$ cat config.mk
export PLATFORM = sky130hd
export DESIGN_NAME = rpn_stack_evaluator
export DESIGN_NICKNAME = d
export VERILOG_FILES = /design/src/design/rpn_pkg.sv /design/src/design/rpn_ram.sv /design/src/design/rpn_core.sv /design/src/design/rpn_outbuf.sv /design/src/design/rpn_stack_evaluator.sv
export SDC_FILE = /design/constraint.sdc
export NUM_CORES = 1
export LEC_CHECK = 0
export BUFFER_PORTS_ARGS = -buffer_cell sky130_fd_sc_hd__buf_2
export CORE_ASPECT_RATIO = 0.6
export CORE_MARGIN = 8
export CORE_UTILIZATION = 55
export CTS_CLUSTER_SIZE = 10
export DETAILED_ROUTE_END_ITERATION = 8
export PLACE_DENSITY = 0.82
export SLEW_MARGIN = 30
export SYNTH_ARGS = -nofsm -noshare
export SYNTH_HDL_FRONTEND = slang
export SYNTH_SLANG_ARGS = --single-unit
$ cat constraint.sdc
create_clock -name clk -period 7.6 [get_ports clk]
set_input_delay 0.76 -clock clk [delete_from_list [all_inputs] [get_ports clk]]
set_output_delay 0.76 -clock clk [all_outputs]
set_load 0.1 [all_outputs]
$ cat src/design/rpn_pkg.sv
package rpn_pkg;

	localparam int STACK_DEPTH = 16;
	localparam int CNT_W       = $clog2(STACK_DEPTH + 1);
	localparam int ADDR_W      = $clog2(STACK_DEPTH);
	localparam int DATA_W      = 32;

	// word modes
	localparam logic [2:0] MODE_PUSH   = 3'd0;
	localparam logic [2:0] MODE_UNARY  = 3'd1;
	localparam logic [2:0] MODE_BINARY = 3'd2;
	localparam logic [2:0] MODE_SHORT  = 3'd3;
	localparam logic [2:0] MODE_MARK   = 3'd4;
	localparam logic [2:0] MODE_FINISH = 3'd5;

	// unary ops
	localparam logic [3:0] UOP_BITNOT = 4'd0;
	localparam logic [3:0] UOP_NOT    = 4'd1;

	// binary ops
	localparam logic [3:0] BOP_LT  = 4'd0;
	localparam logic [3:0] BOP_LE  = 4'd1;
	localparam logic [3:0] BOP_GT  = 4'd2;
	localparam logic [3:0] BOP_GE  = 4'd3;
	localparam logic [3:0] BOP_EQ  = 4'd4;
	localparam logic [3:0] BOP_NE  = 4'd5;
	localparam logic [3:0] BOP_AND = 4'd6;
	localparam logic [3:0] BOP_OR  = 4'd7;
	localparam logic [3:0] BOP_XOR = 4'd8;

	// short-circuit ops
	localparam logic [3:0] SOP_AND = 4'd0;
	localparam logic [3:0] SOP_OR  = 4'd1;

	// status codes
	localparam logic [1:0] ST_OK    = 2'd0;
	localparam logic [1:0] ST_UNDER = 2'd1;
	localparam logic [1:0] ST_OVER  = 2'd2;
	localparam logic [1:0] ST_BADOP = 2'd3;

	typedef struct packed {
		logic [2:0]               mode;
		logic [3:0]               op;
		logic signed [DATA_W-1:0] value;
	} in_t;

	typedef struct packed {
		logic signed [DATA_W-1:0] result;
		logic [1:0]               status;
	} out_t;

	// stack memory request, issued every cycle
	typedef struct packed {
		logic              we;
		logic [ADDR_W-1:0] waddr;
		logic [DATA_W-1:0] wdata;
		logic [ADDR_W-1:0] raddr;
	} ram_req_t;

	// a is the left operand (pushed first)
	function automatic logic [DATA_W-1:0] binop(input logic [3:0] op,
		input logic [DATA_W-1:0] a, input logic [DATA_W-1:0] b);
		logic [DATA_W-1:0] r;
		r = '0;
		unique case (op)
			BOP_LT:  r = {{(DATA_W-1){1'b0}}, ($signed(a) <  $signed(b))};
			BOP_LE:  r = {{(DATA_W-1){1'b0}}, ($signed(a) <= $signed(b))};
			BOP_GT:  r = {{(DATA_W-1){1'b0}}, ($signed(a) >  $signed(b))};
			BOP_GE:  r = {{(DATA_W-1){1'b0}}, ($signed(a) >= $signed(b))};
			BOP_EQ:  r = {{(DATA_W-1){1'b0}}, (a == b)};
			BOP_NE:  r = {{(DATA_W-1){1'b0}}, (a != b)};
			BOP_AND: r = a & b;
			BOP_OR:  r = a | b;
			default: r = a ^ b;
		endcase
		return r;
	endfunction

endpackage

$ cat src/design/rpn_ram.sv
module rpn_ram #(
	parameter int WIDTH = 32,
	parameter int DEPTH = 16
) (
	input  logic                     clk,
	input  logic                     we,
	input  logic [$clog2(DEPTH)-1:0] waddr,
	input  logic [WIDTH-1:0]         wdata,
	input  logic [$clog2(DEPTH)-1:0] raddr,
	output logic [WIDTH-1:0]         rdata
);

	logic [WIDTH-1:0] mem [DEPTH];
	logic [WIDTH-1:0] rdata_q;

	always_ff @(posedge clk) begin
		if (we) begin
			mem[waddr] <= wdata;
		end
		rdata_q <= mem[raddr];
	end

	assign rdata = rdata_q;

endmodule

$ cat src/design/rpn_core.sv
module rpn_core (
	input  logic              clk,
	input  logic              arst_n,
	input  logic              in_valid,
	input  logic              rdy,
	input  rpn_pkg::in_t      in_data,
	output rpn_pkg::ram_req_t ram_req,
	input  logic [31:0]       ram_rdata,
	output logic              fin_valid,
	output rpn_pkg::out_t     fin_data
);

	localparam logic [rpn_pkg::CNT_W-1:0] FULL = rpn_pkg::CNT_W'(rpn_pkg::STACK_DEPTH);

	logic [rpn_pkg::CNT_W-1:0] cnt_q, cnt_n;
	logic [31:0]               tos_q, tos_n, nos_q, nos_n;
	logic                      skip_q, skip_n, seen_q, seen_n;
	logic [7:0]                nest_q, nest_n;
	logic [1:0]                err_q, err_n;
	logic                      byp_q;
	logic [31:0]               byp_data_q;
	logic [31:0]               third;
	logic                      in_fire;
	logic [rpn_pkg::CNT_W-1:0] wa_full, ra_full;

	assign in_fire = in_valid & rdy;
	// entry three down: bypassed when it was written the cycle before
	assign third   = byp_q ? byp_data_q : ram_rdata;

	always_comb begin
		cnt_n         = cnt_q;
		tos_n         = tos_q;
		nos_n         = nos_q;
		skip_n        = skip_q;
		nest_n        = nest_q;
		err_n         = err_q;
		seen_n        = seen_q;
		ram_req.we    = 1'b0;
		wa_full       = cnt_q - rpn_pkg::CNT_W'(2);
		ram_req.waddr = wa_full[rpn_pkg::ADDR_W-1:0];
		ram_req.wdata = nos_q;
		fin_valid     = 1'b0;
		fin_data      = '0;
		if (in_fire) begin
			if (in_data.mode == rpn_pkg::MODE_FINISH) begin
				fin_valid = 1'b1;
				if (err_q != rpn_pkg::ST_OK) begin
					fin_data.status = err_q;
				end else if (!seen_q) begin
					fin_data.result = 32'sd1;
				end else if (cnt_q == '0) begin
					fin_data.status = rpn_pkg::ST_UNDER;
				end else begin
					fin_data.result = $signed(tos_q);
				end
				cnt_n  = '0;
				skip_n = 1'b0;
				nest_n = '0;
				err_n  = rpn_pkg::ST_OK;
				seen_n = 1'b0;
			end else begin
				seen_n = 1'b1;
				if (err_q != rpn_pkg::ST_OK) begin
					// latched error: ignore
				end else if (skip_q) begin
					if (in_data.mode == rpn_pkg::MODE_SHORT) begin
						if (nest_q != 8'hFF) nest_n = nest_q + 8'd1;
					end else if (in_data.mode == rpn_pkg::MODE_MARK) begin
						if (nest_q == '0) skip_n = 1'b0;
						else nest_n = nest_q - 8'd1;
					end
				end else begin
					unique case (in_data.mode)
						rpn_pkg::MODE_PUSH: begin
							if (cnt_q == FULL) begin
								err_n = rpn_pkg::ST_OVER;
							end else begin
								// spill nos to the memory
								ram_req.we = (cnt_q >= rpn_pkg::CNT_W'(2));
								cnt_n      = cnt_q + rpn_pkg::CNT_W'(1);
								nos_n      = tos_q;
								tos_n      = in_data.value;
							end
						end
						rpn_pkg::MODE_UNARY: begin
							if (in_data.op > rpn_pkg::UOP_NOT) begin
								err_n = rpn_pkg::ST_BADOP;
							end else if (cnt_q == '0) begin
								err_n = rpn_pkg::ST_UNDER;
							end else if (in_data.op == rpn_pkg::UOP_BITNOT) begin
								tos_n = ~tos_q;
							end else begin
								tos_n = {31'b0, (tos_q == '0)};
							end
						end
						rpn_pkg::MODE_BINARY: begin
							if (in_data.op > rpn_pkg::BOP_XOR) begin
								err_n = rpn_pkg::ST_BADOP;
							end else if (cnt_q < rpn_pkg::CNT_W'(2)) begin
								err_n = rpn_pkg::ST_UNDER;
							end else begin
								cnt_n = cnt_q - rpn_pkg::CNT_W'(1);
								tos_n = rpn_pkg::binop(in_data.op, nos_q, tos_q);
								nos_n = third;
							end
						end
						rpn_pkg::MODE_SHORT: begin
							if (in_data.op > rpn_pkg::SOP_OR) begin
								err_n = rpn_pkg::ST_BADOP;
							end else if (cnt_q == '0) begin
								err_n = rpn_pkg::ST_UNDER;
							end else if ((in_data.op == rpn_pkg::SOP_AND) ==
								(tos_q == '0)) begin
								// operand decides: keep it, skip to marker
								skip_n = 1'b1;
								nest_n = '0;
							end else begin
								cnt_n = cnt_q - rpn_pkg::CNT_W'(1);
								tos_n = nos_q;
								nos_n = third;
							end
						end
						rpn_pkg::MODE_MARK: begin
						end
						default: begin
							err_n = rpn_pkg::ST_BADOP;
						end
					endcase
				end
			end
		end
		// prefetch the entry below the new nos
		ra_full = cnt_n - rpn_pkg::CNT_W'(3);
		if (cnt_n >= rpn_pkg::CNT_W'(3)) ram_req.raddr = ra_full[rpn_pkg::ADDR_W-1:0];
		else ram_req.raddr = '0;
	end

	always_ff @(posedge clk or negedge arst_n) begin
		if (!arst_n) begin
			cnt_q  <= '0;
			skip_q <= 1'b0;
			nest_q <= '0;
			err_q  <= rpn_pkg::ST_OK;
			seen_q <= 1'b0;
			byp_q  <= 1'b0;
		end else begin
			cnt_q  <= cnt_n;
			skip_q <= skip_n;
			nest_q <= nest_n;
			err_q  <= err_n;
			seen_q <= seen_n;
			byp_q  <= ram_req.we && (ram_req.waddr == ram_req.raddr);
		end
	end

	always_ff @(posedge clk) begin
		tos_q      <= tos_n;
		nos_q      <= nos_n;
		byp_data_q <= ram_req.wdata;
	end

	a_cnt_range: assert property (@(posedge clk) disable iff (!arst_n)
		cnt_q <= FULL)
		else $error("stack count beyond depth");

	a_byp_src: assert property (@(posedge clk) disable iff (!arst_n)
		byp_q |-> $past(ram_req.we))
		else $error("bypass without a preceding spill");

	a_nest_skip: assert property (@(posedge clk) disable iff (!arst_n)
		(nest_q != '0) |-> skip_q)
		else $error("skip nesting outside a skip");

	a_err_hold: assert property (@(posedge clk) disable iff (!arst_n)
		(err_q != rpn_pkg::ST_OK && !(in_fire && in_data.mode == rpn_pkg::MODE_FINISH))
		|=> err_q == $past(err_q))
		else $error("latched error changed before finish");

endmodule

$ cat src/design/rpn_outbuf.sv
module rpn_outbuf (
	input  logic          clk,
	input  logic          arst_n,
	input  logic          fin_valid,
	input  rpn_pkg::out_t fin_data,
	output logic          rdy,
	output logic          out_valid,
	input  logic          out_ready,
	output rpn_pkg::out_t out_data
);

	logic          out_valid_q, sk_valid_q;
	rpn_pkg::out_t out_q, sk_q;
	logic          free;

	assign rdy       = !sk_valid_q;
	assign free      = !out_valid_q || out_ready;
	assign out_valid = out_valid_q;
	assign out_data  = out_q;

	always_ff @(posedge clk or negedge arst_n) begin
		if (!arst_n) begin
			out_valid_q <= 1'b0;
			sk_valid_q  <= 1'b0;
		end else if (free) begin
			if (sk_valid_q) begin
				out_valid_q <= 1'b1;
				sk_valid_q  <= fin_valid;
			end else begin
				out_valid_q <= fin_valid;
			end
		end else if (fin_valid) begin
			sk_valid_q <= 1'b1;
		end
	end

	always_ff @(posedge clk) begin
		if (free) begin
			if (sk_valid_q) begin
				out_q <= sk_q;
				if (fin_valid) sk_q <= fin_data;
			end else if (fin_valid) begin
				out_q <= fin_data;
			end
		end else if (fin_valid) begin
			sk_q <= fin_data;
		end
	end

	a_skid_order: assert property (@(posedge clk) disable iff (!arst_n)
		sk_valid_q |-> out_valid_q)
		else $error("skid stage full while output empty");

endmodule

$ cat src/design/rpn_stack_evaluator.sv
// A finish request's result is registered in the output register or else in the skid stage.
// One code word per cycle unless in_ready drops; top and second of stack sit in registers and
// the entry below is prefetched from the single-port-read stack memory, with a bypass after a
// spill. in_ready drops only while both the output register and the skid stage hold results.
// Reset clears stack count, skip state, error and output valids; stack memory is not cleared.
module rpn_stack_evaluator (
	input  logic          clk,
	input  logic          arst_n,
	input  logic          in_valid,
	output logic          in_ready,
	input  rpn_pkg::in_t  in_data,
	output logic          out_valid,
	input  logic          out_ready,
	output rpn_pkg::out_t out_data
);

	// memory request from the core; issued every cycle
	rpn_pkg::ram_req_t ram_req;
	logic [31:0]       ram_rdata;

	// finish result handed to the output buffer
	logic              fin_valid;
	rpn_pkg::out_t     fin_data;

	// Stack layout: entries 0 .. count-3 live in memory, the top two in core registers.
	// A push spills the old second entry; a pop refills it from the prefetched read.
	rpn_ram #(
		.WIDTH (rpn_pkg::DATA_W),
		.DEPTH (rpn_pkg::STACK_DEPTH)
	) u_stack_ram (
		.clk   (clk),
		.we    (ram_req.we),
		.waddr (ram_req.waddr),
		.wdata (ram_req.wdata),
		.raddr (ram_req.raddr),
		.rdata (ram_rdata)
	);

	// Decode and execute: skip tracking, error latch, compare/logic unit
	rpn_core u_core (
		.clk       (clk),
		.arst_n    (arst_n),
		.in_valid  (in_valid),
		.rdy       (in_ready),
		.in_data   (in_data),
		.ram_req   (ram_req),
		.ram_rdata (ram_rdata),
		.fin_valid (fin_valid),
		.fin_data  (fin_data)
	);

	// Output register plus skid stage, so words keep flowing while a result waits
	rpn_outbuf u_outbuf (
		.clk       (clk),
		.arst_n    (arst_n),
		.fin_valid (fin_valid),
		.fin_data  (fin_data),
		.rdy       (in_ready),
		.out_valid (out_valid),
		.out_ready (out_ready),
		.out_data  (out_data)
	);

endmodule

; ---- Yosys cells after proc, flatten, opt, wreduce, memory -nomap -nowiden
; Memories as Yosys holds them, arrays and structs flattened. A register that Yosys moved wholly into a read port is not among the register bits.
; Cells that the tools add are included.
[totals]
ff_bits = 184
mem_bits_rw = 512
out_inout_bits = 36
memories = 1
[mem_list]
columns = memory, words, width, rd, rd_ports_with_merged_regs, write_ports, line_no
row1 = u_stack_ram.mem, 16, 32, 1, 1, 1, rpn_ram.sv:13  ; logic [WIDTH-1:0] mem [DEPTH];
[classes]
add_sub_neg = 6
order_cmp = 9
n_eq_ne = 37
n_mux = 89
bitwise = 8
reduce_logical = 24
[ops]
columns = operator, n
row1 = 32-bit 2-to-1 mux, 19
row2 = 32-bit one-hot mux with 8 select lines, 1
row3 = 34-bit 2-to-1 mux, 7
row4 = 32-bit one-hot mux with 4 select lines, 1
row5 = 32-bit one-hot mux with 3 select lines, 1
row6 = 8-bit 2-to-1 mux, 11
row7 = 5-bit 2-to-1 mux, 10
row8 = 32-bit bitwise AND, 1
row9 = 32-bit == test, 1
row10 = 32-bit greater-or-equal comparator, 1
row11 = 32-bit > comparator, 1
row12 = 32-bit less-or-equal comparator, 1
row13 = 32-bit zero test, 1
row14 = 32-bit < comparator, 1
row15 = 32-bit != test, 1
row16 = 32-bit inverter, 1
row17 = 32-bit OR, 1
row18 = 32-bit bitwise XOR, 1
row19 = 1-bit 2-to-1 mux, 26
row20 = 2-bit 2-to-1 mux, 10
row21 = 2-bit != test (second input constant), 9
row22 = 4-bit by 3-bit == test with 1-bit output (second input constant), 4
row23 = 5-bit one-hot mux with 3 select lines, 1
row24 = 13-bit AND reduction, 1
row25 = other kinds (41), 61

; ---- Logic depth before layout (Yosys ltp)
; Gate-level depths: netlist of the first run.
[depth]
word_depth = 14
ltp_mapped = 21
ltp_nobuf = 16

; ---- Hierarchy
; Synthesis of the first run repeated with hierarchy kept, for this count alone.
[unflattened]
hier_cells = 1850
area_unflattened_um2 = 30973.5
[by_module_without_submodules]
columns = module, instances, cells_per_inst, area_each_um2, seq_area_each_um2
row1 = rpn_ram, 1, 838, 19835.3, 16015.4
row2 = rpn_core, 1, 897, 8518.2, 3012.9
row3 = rpn_outbuf, 1, 115, 2620.0, 2092.0

; ---- Least setup slack after synthesis of the first run
; No wires, ideal clock.
[synth_timing]
path_type = input-to-reg
start = input in_data[35] (netlist bit)
end = register u_core.tos_q[0], enable pin
setup_ns = 0.595
t_arrival_ns = 6.830
slack_ns = 0.175
cell_stages = 7
path_buffers = 1
path_cell_list = or3_1 buf_2 nor2_2 nand4_1 nand3_1 nand2_1 a2111oi_0
[synth_via]
elab_chain_cells = 4
[synth_lines]
columns = item, line_no
row1 = start: declaration, rpn_stack_evaluator.sv:11  ; input rpn_pkg::in_t in_data,
row2 = "parallel branches: the longest is 3 deep, another holds 4-bit by 1-bit > comparator with 1-bit output", --
row3 = 13-bit AND reduction (no source line) (*), --
row4 = end signal: assignment, rpn_core.sv:157  ; tos_q <= tos_n;
row5 = end: declaration, rpn_core.sv:16  ; logic [31:0] tos_q, tos_n, nos_q, nos_n;
; Every way passes the cells marked *.
; A chain may end at the register's enable or synchronous reset.

; ---- Worst setup path after layout of the first run
[layout_timing]
start = register u_core.tos_q[24]
end = register u_stack_ram.rdata_q[18], in the netlist u_stack_ram.rdata[18], read port of u_stack_ram.mem
[layout_via]
elab_chain_cells = 12
[layout_lines]
columns = item, line_no
row1 = 32-bit zero test (*), rpn_core.sv:113  ; (tos_q == '0)) begin
row2 = 1-bit == test (*), rpn_core.sv:112  ; end else if ((in_data.op == rpn_pkg::SOP_AND) ==
row3 = 5-bit 2-to-1 mux (*), rpn_core.sv:112
row4 = 5-bit 2-to-1 mux (*), rpn_core.sv:110  ; end else if (cnt_q == '0) begin
row5 = 5-bit 2-to-1 mux (*), rpn_core.sv:108  ; if (in_data.op > rpn_pkg::SOP_OR) begin
row6 = 5-bit one-hot mux with 3 select lines (*), rpn_core.sv:73  ; unique case (in_data.mode)
row7 = 5-bit 2-to-1 mux (*), rpn_core.sv:65  ; end else if (skip_q) begin
row8 = 5-bit 2-to-1 mux (*), rpn_core.sv:63  ; if (err_q != rpn_pkg::ST_OK) begin
row9 = 5-bit 2-to-1 mux (*), rpn_core.sv:45  ; if (in_data.mode == rpn_pkg::MODE_FINISH) begin
row10 = 5-bit 2-to-1 mux (*), rpn_core.sv:44  ; if (in_fire) begin
row11 = 4-bit by 2-bit subtractor with 4-bit output or 5-bit by 2-bit greater-or-equal comparator with 1-bit output (tied branches), "rpn_core.sv:133, rpn_core.sv:134"
row12 = 4-bit 2-to-1 mux (*), rpn_core.sv:134  ; if (cnt_n >= rpn_pkg::CNT_W'(3)) ram_req.raddr = ra_full[rpn_pkg::ADDR_W-1:0];
row13 = end: declaration, rpn_ram.sv:14  ; logic [WIDTH-1:0] rdata_q;
; Mark *: on every way between the ends. The rest lies on a longest branch, timed or not.

==> results of run 1 <==
per-layer routing:
layer / track usage, % / part of all wire [%] / vias up
met5: 0 / 0 / -
met4: 7.20 / 2.6 / 0
met3: 6.40 / 13 / 228
met2: 38.0 / 45 / 1661
met1: 36.2 / 39 / 11300
li1: - / - / 10000
worst max path at each step:
stage | cells past startpoint | from | slack [ns] | end
floorplan | 7 | in_data[35] | 0.18 | u_core.tos_q[0]
global placement | 14 | u_core.tos_q[25] | 1.62 | u_stack_ram.rdata[25]
detailed placement | 15 | in_data[35] | 1.77 | u_stack_ram.rdata[18]
CTS | 14 | u_core.tos_q[24] | 1.75 | u_stack_ram.rdata[18]
global route | 14 | u_core.tos_q[24] | 1.04 | u_stack_ram.rdata[18]
finish | 14 | u_core.tos_q[24] | 1.35 | u_stack_ram.rdata[18]
Yosys cell counts, types with 3 or more instances:
cell type	instances
o2111ai_1	35
buf_6	20
buf_4	16
a221oi_1	31
nand3_1	15
nor3_1	147
a31oi_1	5
buf_2	42
o31ai_1	11
or4_1	7
mux2i_1	34
or3_1	5
nor2_1	296
o221ai_1	31
a211oi_1	3
a21boi_0	3
nand4_1	168
clkbuf_1	106
dfrtp_1	20
a21o_1	37
o21bai_1	48
nand2b_1	8
nand3b_1	4
o211ai_1	99
nand2_1	328
dfxtp_1	64
a22oi_1	33
o21ai_0	56
ha_1	111
nor2b_1	9
and2_1	32
and3_1	5
nor4_1	15
xnor2_1	8
a21oi_1	30
nor3b_1	3
and4_1	3
buf_1	4
edfxtp_1	644
xor2_1	3
inv_1	91
kinds of logic after synthesis:
logic type	after synthesis	share of synthesized area [%]
AO/OA/AOI/OAI	446	10.2
buffers and inverters	282	4.06
AND/OR/NAND/NOR	1058	15.2
multiplexers	35	1.08
adder cells (fa/ha/maj)	112	4.33
XOR/XNOR	11	0.296
flip-flops	728	64.9
power by group through the flow:
stage | clock network (mW) | registers, mW | logic [mW]
after floorplan | 0 | 4.70 | 1.86
after global placement | 0 | 4.76 | 2.30
after detailed placement | 0 | 4.76 | 2.39
after CTS | 3.63 | 4.69 | 2.41
after global routing | 3.79 | 4.71 | 2.67
final | 3.61 | 4.70 | 2.47
cells in the final DEF, fill, tap and decap left out, drive strengths merged, types with 33 or more instances in the layout:
cell type,count
mux2i,34
o211ai,99
nor3,148
buf,117
clkbuf,142
nor2,297
a22oi,33
ha,111
o21bai,48
inv,96
a21o,37
nand4,168
edfxtp,644
o2111ai,35
nand2,328
dfxtp,64
o21ai,58
worst register-to-register path: cells and delay by family, from the launching register on:
kind                     cells  cell delay [ns]
flip-flops                   1             0.48
buffers and inverters        3             1.21
AND/OR/NAND/NOR              5             2.34
AO/OA/AOI/OAI                5             1.72
adder cells (fa/ha/maj)      1             0.43
registers in the layout (all words and copies together), names as in the netlist, 2 cells and up:
signal / flops
u_core.byp_data_q: 32
u_core.cnt_q: 5
u_core.err_q: 2
u_core.nest_q: 8
u_core.nos_q: 32
u_core.tos_q: 32
u_outbuf.out_data: 34
u_outbuf.sk_q: 34
u_stack_ram.mem: 512
u_stack_ram.rdata: 32
layout make-up:
| class | instances | area, µm² |
|---|---|---|
| fillers | 4257 | 22900 |
| flip-flops and latches | 728 | 21100 |
| multi-input cells | 1662 | 10300 |
| clock buffers | 142 | 2290 |
| well taps | 781 | 977 |
| repair buffers | 117 | 773 |
| inverters | 94 | 360 |
| clock inverters | 7 | 119 |
stage by stage:
step / utilization [%] / worst slack (ns) / power [mW] / hold slack [ns] / cells
2_1_floorplan: - / 0.175 / 6.56 / 0.461 / 2672
3_3_place_gp: 56.9 / 1.62 / 7.06 / 0.476 / 3380
3_5_place_dp: 56.9 / 1.77 / 7.16 / 0.492 / 3380
4_1_cts: 61.0 / 1.75 / 10.7 / 0.103 / 3529
5_1_grt: 61.1 / 1.04 / 11.2 / 0.137 / 3531
6_report: 61.1 / 1.35 / 10.8 / 0.118 / 3531
==> flow_summary.json, run 1 <==
{
  "status": "completed",
  "fmax_mhz": 160,
  "r2r_slack_ns": 1.35,
  "syn-num-nets": 2827,
  "critPathMaxStageDelay_ns": 0.74,
  "hpwl_um": 48800,
  "reg2regPathDepth": 14,
  "cp-start-kind": "flop",
  "viasPerCell": 6.58,
  "min_period_ns": 6.25,
  "vias": 23200,
  "finalHoldViolations": 0,
  "synthFlopType": "edfxtp_1",
  "grt_pass1_wl_um": 133000,
  "drt-pass1-iter-count": 7,
  "clkPwrFrac_pct": 33.5,
  "fp-row-count": 69,
  "n_antenna_cell": 0,
  "syn_inst": 2672,
  "power.switching_mw": 3.48,
  "grt_use_total_pct": 25.2,
  "worstPathRequired_ns": 8.17,
  "wl_per_cell_um": 24.7,
  "start_util_pct": 55.3,
  "core-area_um2": 58900,
  "antenna_found_initial": 0,
  "dieArea_um2": 67500,
  "clk_pin_slew_ns": 0.06,
  "end_kind": "flop",
  "hold_class": "primary input to async pin",
  "grt_pass1_vias": 22500,
  "worst-path-buf-inv": 3,
  "clock_latency_ns": 0.64,
  "vdd_ir_drop_max_mv": 0.246,
  "die_h_um": 204,
  "dpl_cell_area_um2": 33500,
  "clock-sinks": 728,
  "critPathTopFamily": "simple AND/OR/NAND/NOR gates",
  "cpMostUsedCell": "nand4_1",
  "fin_setup_tns_ns": 0,
  "routed_wl_um": 87300,
  "ys_ff_latch": 728,
  "cap_violations": 0,
  "crit_type": "flop to flop",
  "slew_violations": 0,
  "ios": 79,
  "area_delta_synth_final_pct": 10.5,
  "r2r-start": "u_core.tos_q[24]",
  "slowest_stage": "and3_4",
  "fin_crit_sh_pct": 82.2,
  "clock_tree.root_cell": "clkbuf_16",
  "p_per_area_nw_per_um2": 299,
  "drcViolationCount": 0,
  "synth_edf_count": 644,
  "ctsResizeCount": 0,
  "numCtsBuffers": 82,
  "drtAntennaViolNets": 0,
  "ys_top_cells_by_area": "edfxtp_1, ha_1, dfxtp_1",
  "cts_hold_buf": 0,
  "grt_overflow": 0,
  "power.leakage_nw": 12.8,
  "final-setup-viol-count": 0,
  "async_flop_share_pct": 2.75,
  "post_cts_buffers": 0,
  "finalNetCount": 2840,
  "cp_cell_sequence": "nor4_1 -> nand4_1 -> o21ai_0 -> a21o_1 -> a311o_1 -> and3_4 -> inv_8 -> ha_4 -> inv_1 -> nand2_1 -> o311ai_4 -> buf_4 -> o211ai_1 -> nand4_1",
  "ys_types": 75,
  "ys_warn_count": 0,
  "clockBufferDepth": 3,
  "seq_area_frac_synth_pct": 64.9,
  "drtIter0Drc": 3669,
  "arrival_ns": 6.81,
  "swShare_pct": 32.3,
  "avgSynthCellArea_um2": 12.2,
  "path_max_fanout": 121,
  "grt_max_degree": 198,
  "die_w_um": 330,
  "final_area_um2": 36000,
  "seq_power_share_pct": 43.6,
  "r2r_end": "u_stack_ram.rdata[18]",
  "clock_skew_ns": 0.0267,
  "power_frac_comb_pct": 22.9,
  "yosys.area.top_type": "edfxtp_1",
  "rsz0062_at_grt": "false",
  "synth_top_area_share_pct": 59.4,
  "internal_power_mw": 7.29,
  "synth_area_um2": 32600,
  "portBuffers": 78,
  "drive_above_1_share_pct": 9.27,
  "cts_tree": "done",
  "worst_pin_slew_ns": 1.08,
  "place_congestion": 0.930,
  "max_slew_margin_pct": 28.3,
  "htreeDepth": 3
}
(Power assumes the default switching activity.)
==> inputs of run 2 (changes only) <==
clock period = 5.5 ns   (was 7.6 ns; I/O delays follow)
==> flow_summary.json, run 2 (synthesis gave the netlist of run 1 again) <==
{
  "status": "completed",
  "dpl_cell_area_um2": 33700,
  "n_antenna_cell": 0,
  "cp_cell_sequence": "nor4_1 -> nand4_1 -> o21ai_0 -> a21o_1 -> a31oi_1 -> o32ai_2 -> inv_1 -> ha_4 -> inv_1 -> nor3_1 -> o22ai_1 -> nand3_2 -> buf_4 -> o2111ai_1 -> nand4_1",
  "mostFrequentLayoutCells": "edfxtp_1, nand2_1, nor2_1, nand4_1, nor3_1",
  "grt_overflow": 0,
  "fmax_mhz": 195,
  "antenna_found_initial": 0,
  "power.leakage_nw": 13.0,
  "grt_pass1_wl_um": 135000,
  "clock_skew_ns": 0.0337,
  "area_delta_synth_final_pct": 11.3,
  "max_slew_margin_pct": 35.2,
  "final_area_um2": 36200,
  "drive_above_1_share_pct": 9.84,
  "wl_per_cell_um": 25.0,
  "drt-pass1-iter-count": 6,
  "p_per_area_nw_per_um2": 416,
  "die_h_um": 204,
  "fin_crit_sh_pct": 93.1,
  "dp_slack_ns": 0.652,
  "grt_pass1_vias": 22800,
  "crit_type": "flop to flop",
  "slew_violations": 0,
  "routed_wl_um": 88700,
  "htreeDepth": 3,
  "hpwl_um": 49500,
  "min_period_ns": 5.12,
  "worstPathRequired_ns": 6.00,
  "start_util_pct": 55.3,
  "fin_setup_tns_ns": 0,
  "critPathMaxStageDelay_ns": 0.79,
  "worst_pin_slew_ns": 0.972,
  "finalHoldViolations": 0,
  "slowest_stage": "nor4_1",
  "hold_class": "primary input to flop",
  "vdd_ir_drop_max_mv": 0.377,
  "drtIter0Drc": 3527,
  "place_congestion": 0.926,
  "setup_slack_ns": 0.382,
  "ios": 79,
  "portBuffers": 78,
  "end_kind": "flop",
  "clock_tree.root_cell": "clkbuf_16",
  "core-area_um2": 58900,
  "clock_latency_ns": 0.64,
  "clockBufferDepth": 3,
  "clock-sinks": 728,
  "drcViolationCount": 0,
  "path_max_fanout": 17,
  "vias": 23600,
  "rsz0062_at_grt": "false",
  "mostFrequentLayoutCell": "edfxtp_1",
  "dieArea_um2": 67500,
  "grt_use_total_pct": 25.6,
  "grt_max_degree": 217,
  "drtAntennaViolNets": 0,
  "cap_violations": 0,
  "clk_pin_slew_ns": 0.06,
  "viasPerCell": 6.62,
  "ctsResizeCount": 0,
  "arrival_ns": 5.62,
  "die_w_um": 330,
  "numCtsBuffers": 82,
  "largest_register_ffs": 512,
  "final-setup-viol-count": 0,
  "cts_tree": "done",
  "top_register": "u_stack_ram.mem",
  "cp-start-kind": "flop",
  "fp-row-count": 69,
  "finalNetCount": 2861
}
==> run 2: routing by layer <==
layer  part of all wire, %  vias to the layer above  global-route usage, %  routed length, µm
li1                      -                    10100                      -                  -
met1                    39                    11400                   36.2              34200
met2                    46                     1794                   39.2              40600
met3                    13                      231                   6.32              11500
met4                   2.8                        0                   8.15               2470
met5                     0                        -                      0                  0
==> run 2: power by group <==
group | total (mW) | switching (mW) | internal (mW)
combinational | 3.54 | 2.47 | 1.07
clock | 5.05 | 2.19 | 2.86
sequential | 6.48 | 0.231 | 6.25
==> run 2: metrics by stage <==
step                util, %  hold WS (ns)  total power, mW  cells
finish                 61.5         0.224             15.1   3555
global route           61.5         0.228             15.6   3555
CTS                    61.4         0.209             15.0   3551
detailed placement     57.2         0.506             9.98   3398
global placement       57.2         0.493             9.84   3397
floorplan                 -         0.254             9.07   2672
==> run 2: path summary, 6_finish.rpt <==
path                              startpoint  depth (start not counted)                     to  slack [ns]
max in group asynchronous             arst_n                          2           u_core.byp_q        4.67
min in group asynchronous             arst_n                          2        u_core.cnt_q[0]        0.44
min reg2reg                u_outbuf.sk_q[25]                          1  u_outbuf.out_data[25]        0.51
max reg2reg                  u_core.tos_q[0]                         15  u_stack_ram.rdata[22]        0.38
min                              in_data[20]                          3       u_core.tos_q[20]        0.22
max                          u_core.tos_q[0]                         15  u_stack_ram.rdata[22]        0.38
==> run 2: what timing repair did <==
action                    CTS  global route
buffers inserted            0             0
hold endpoints to repair   20             0
hold buffers                1             0
==> run 2: area by class of cell <==
type	count	area [µm²]
Fill cell	4221	22600
Sequential cell	728	21100
Multi-Input combinational cell	1662	10300
Clock buffer	146	2310
Timing Repair Buffer	138	1030
Tap cell	781	977
Inverter	94	360
Clock inverter	6	108
==> run 2: worst max-delay path: cells and delay by family (launching register included) <==
kind	cells	cell delay, ns
compound gates	6	1.35
flops	1	0.55
buf+inv	3	0.83
fa+ha+maj	1	0.25
simple gates	5	1.98
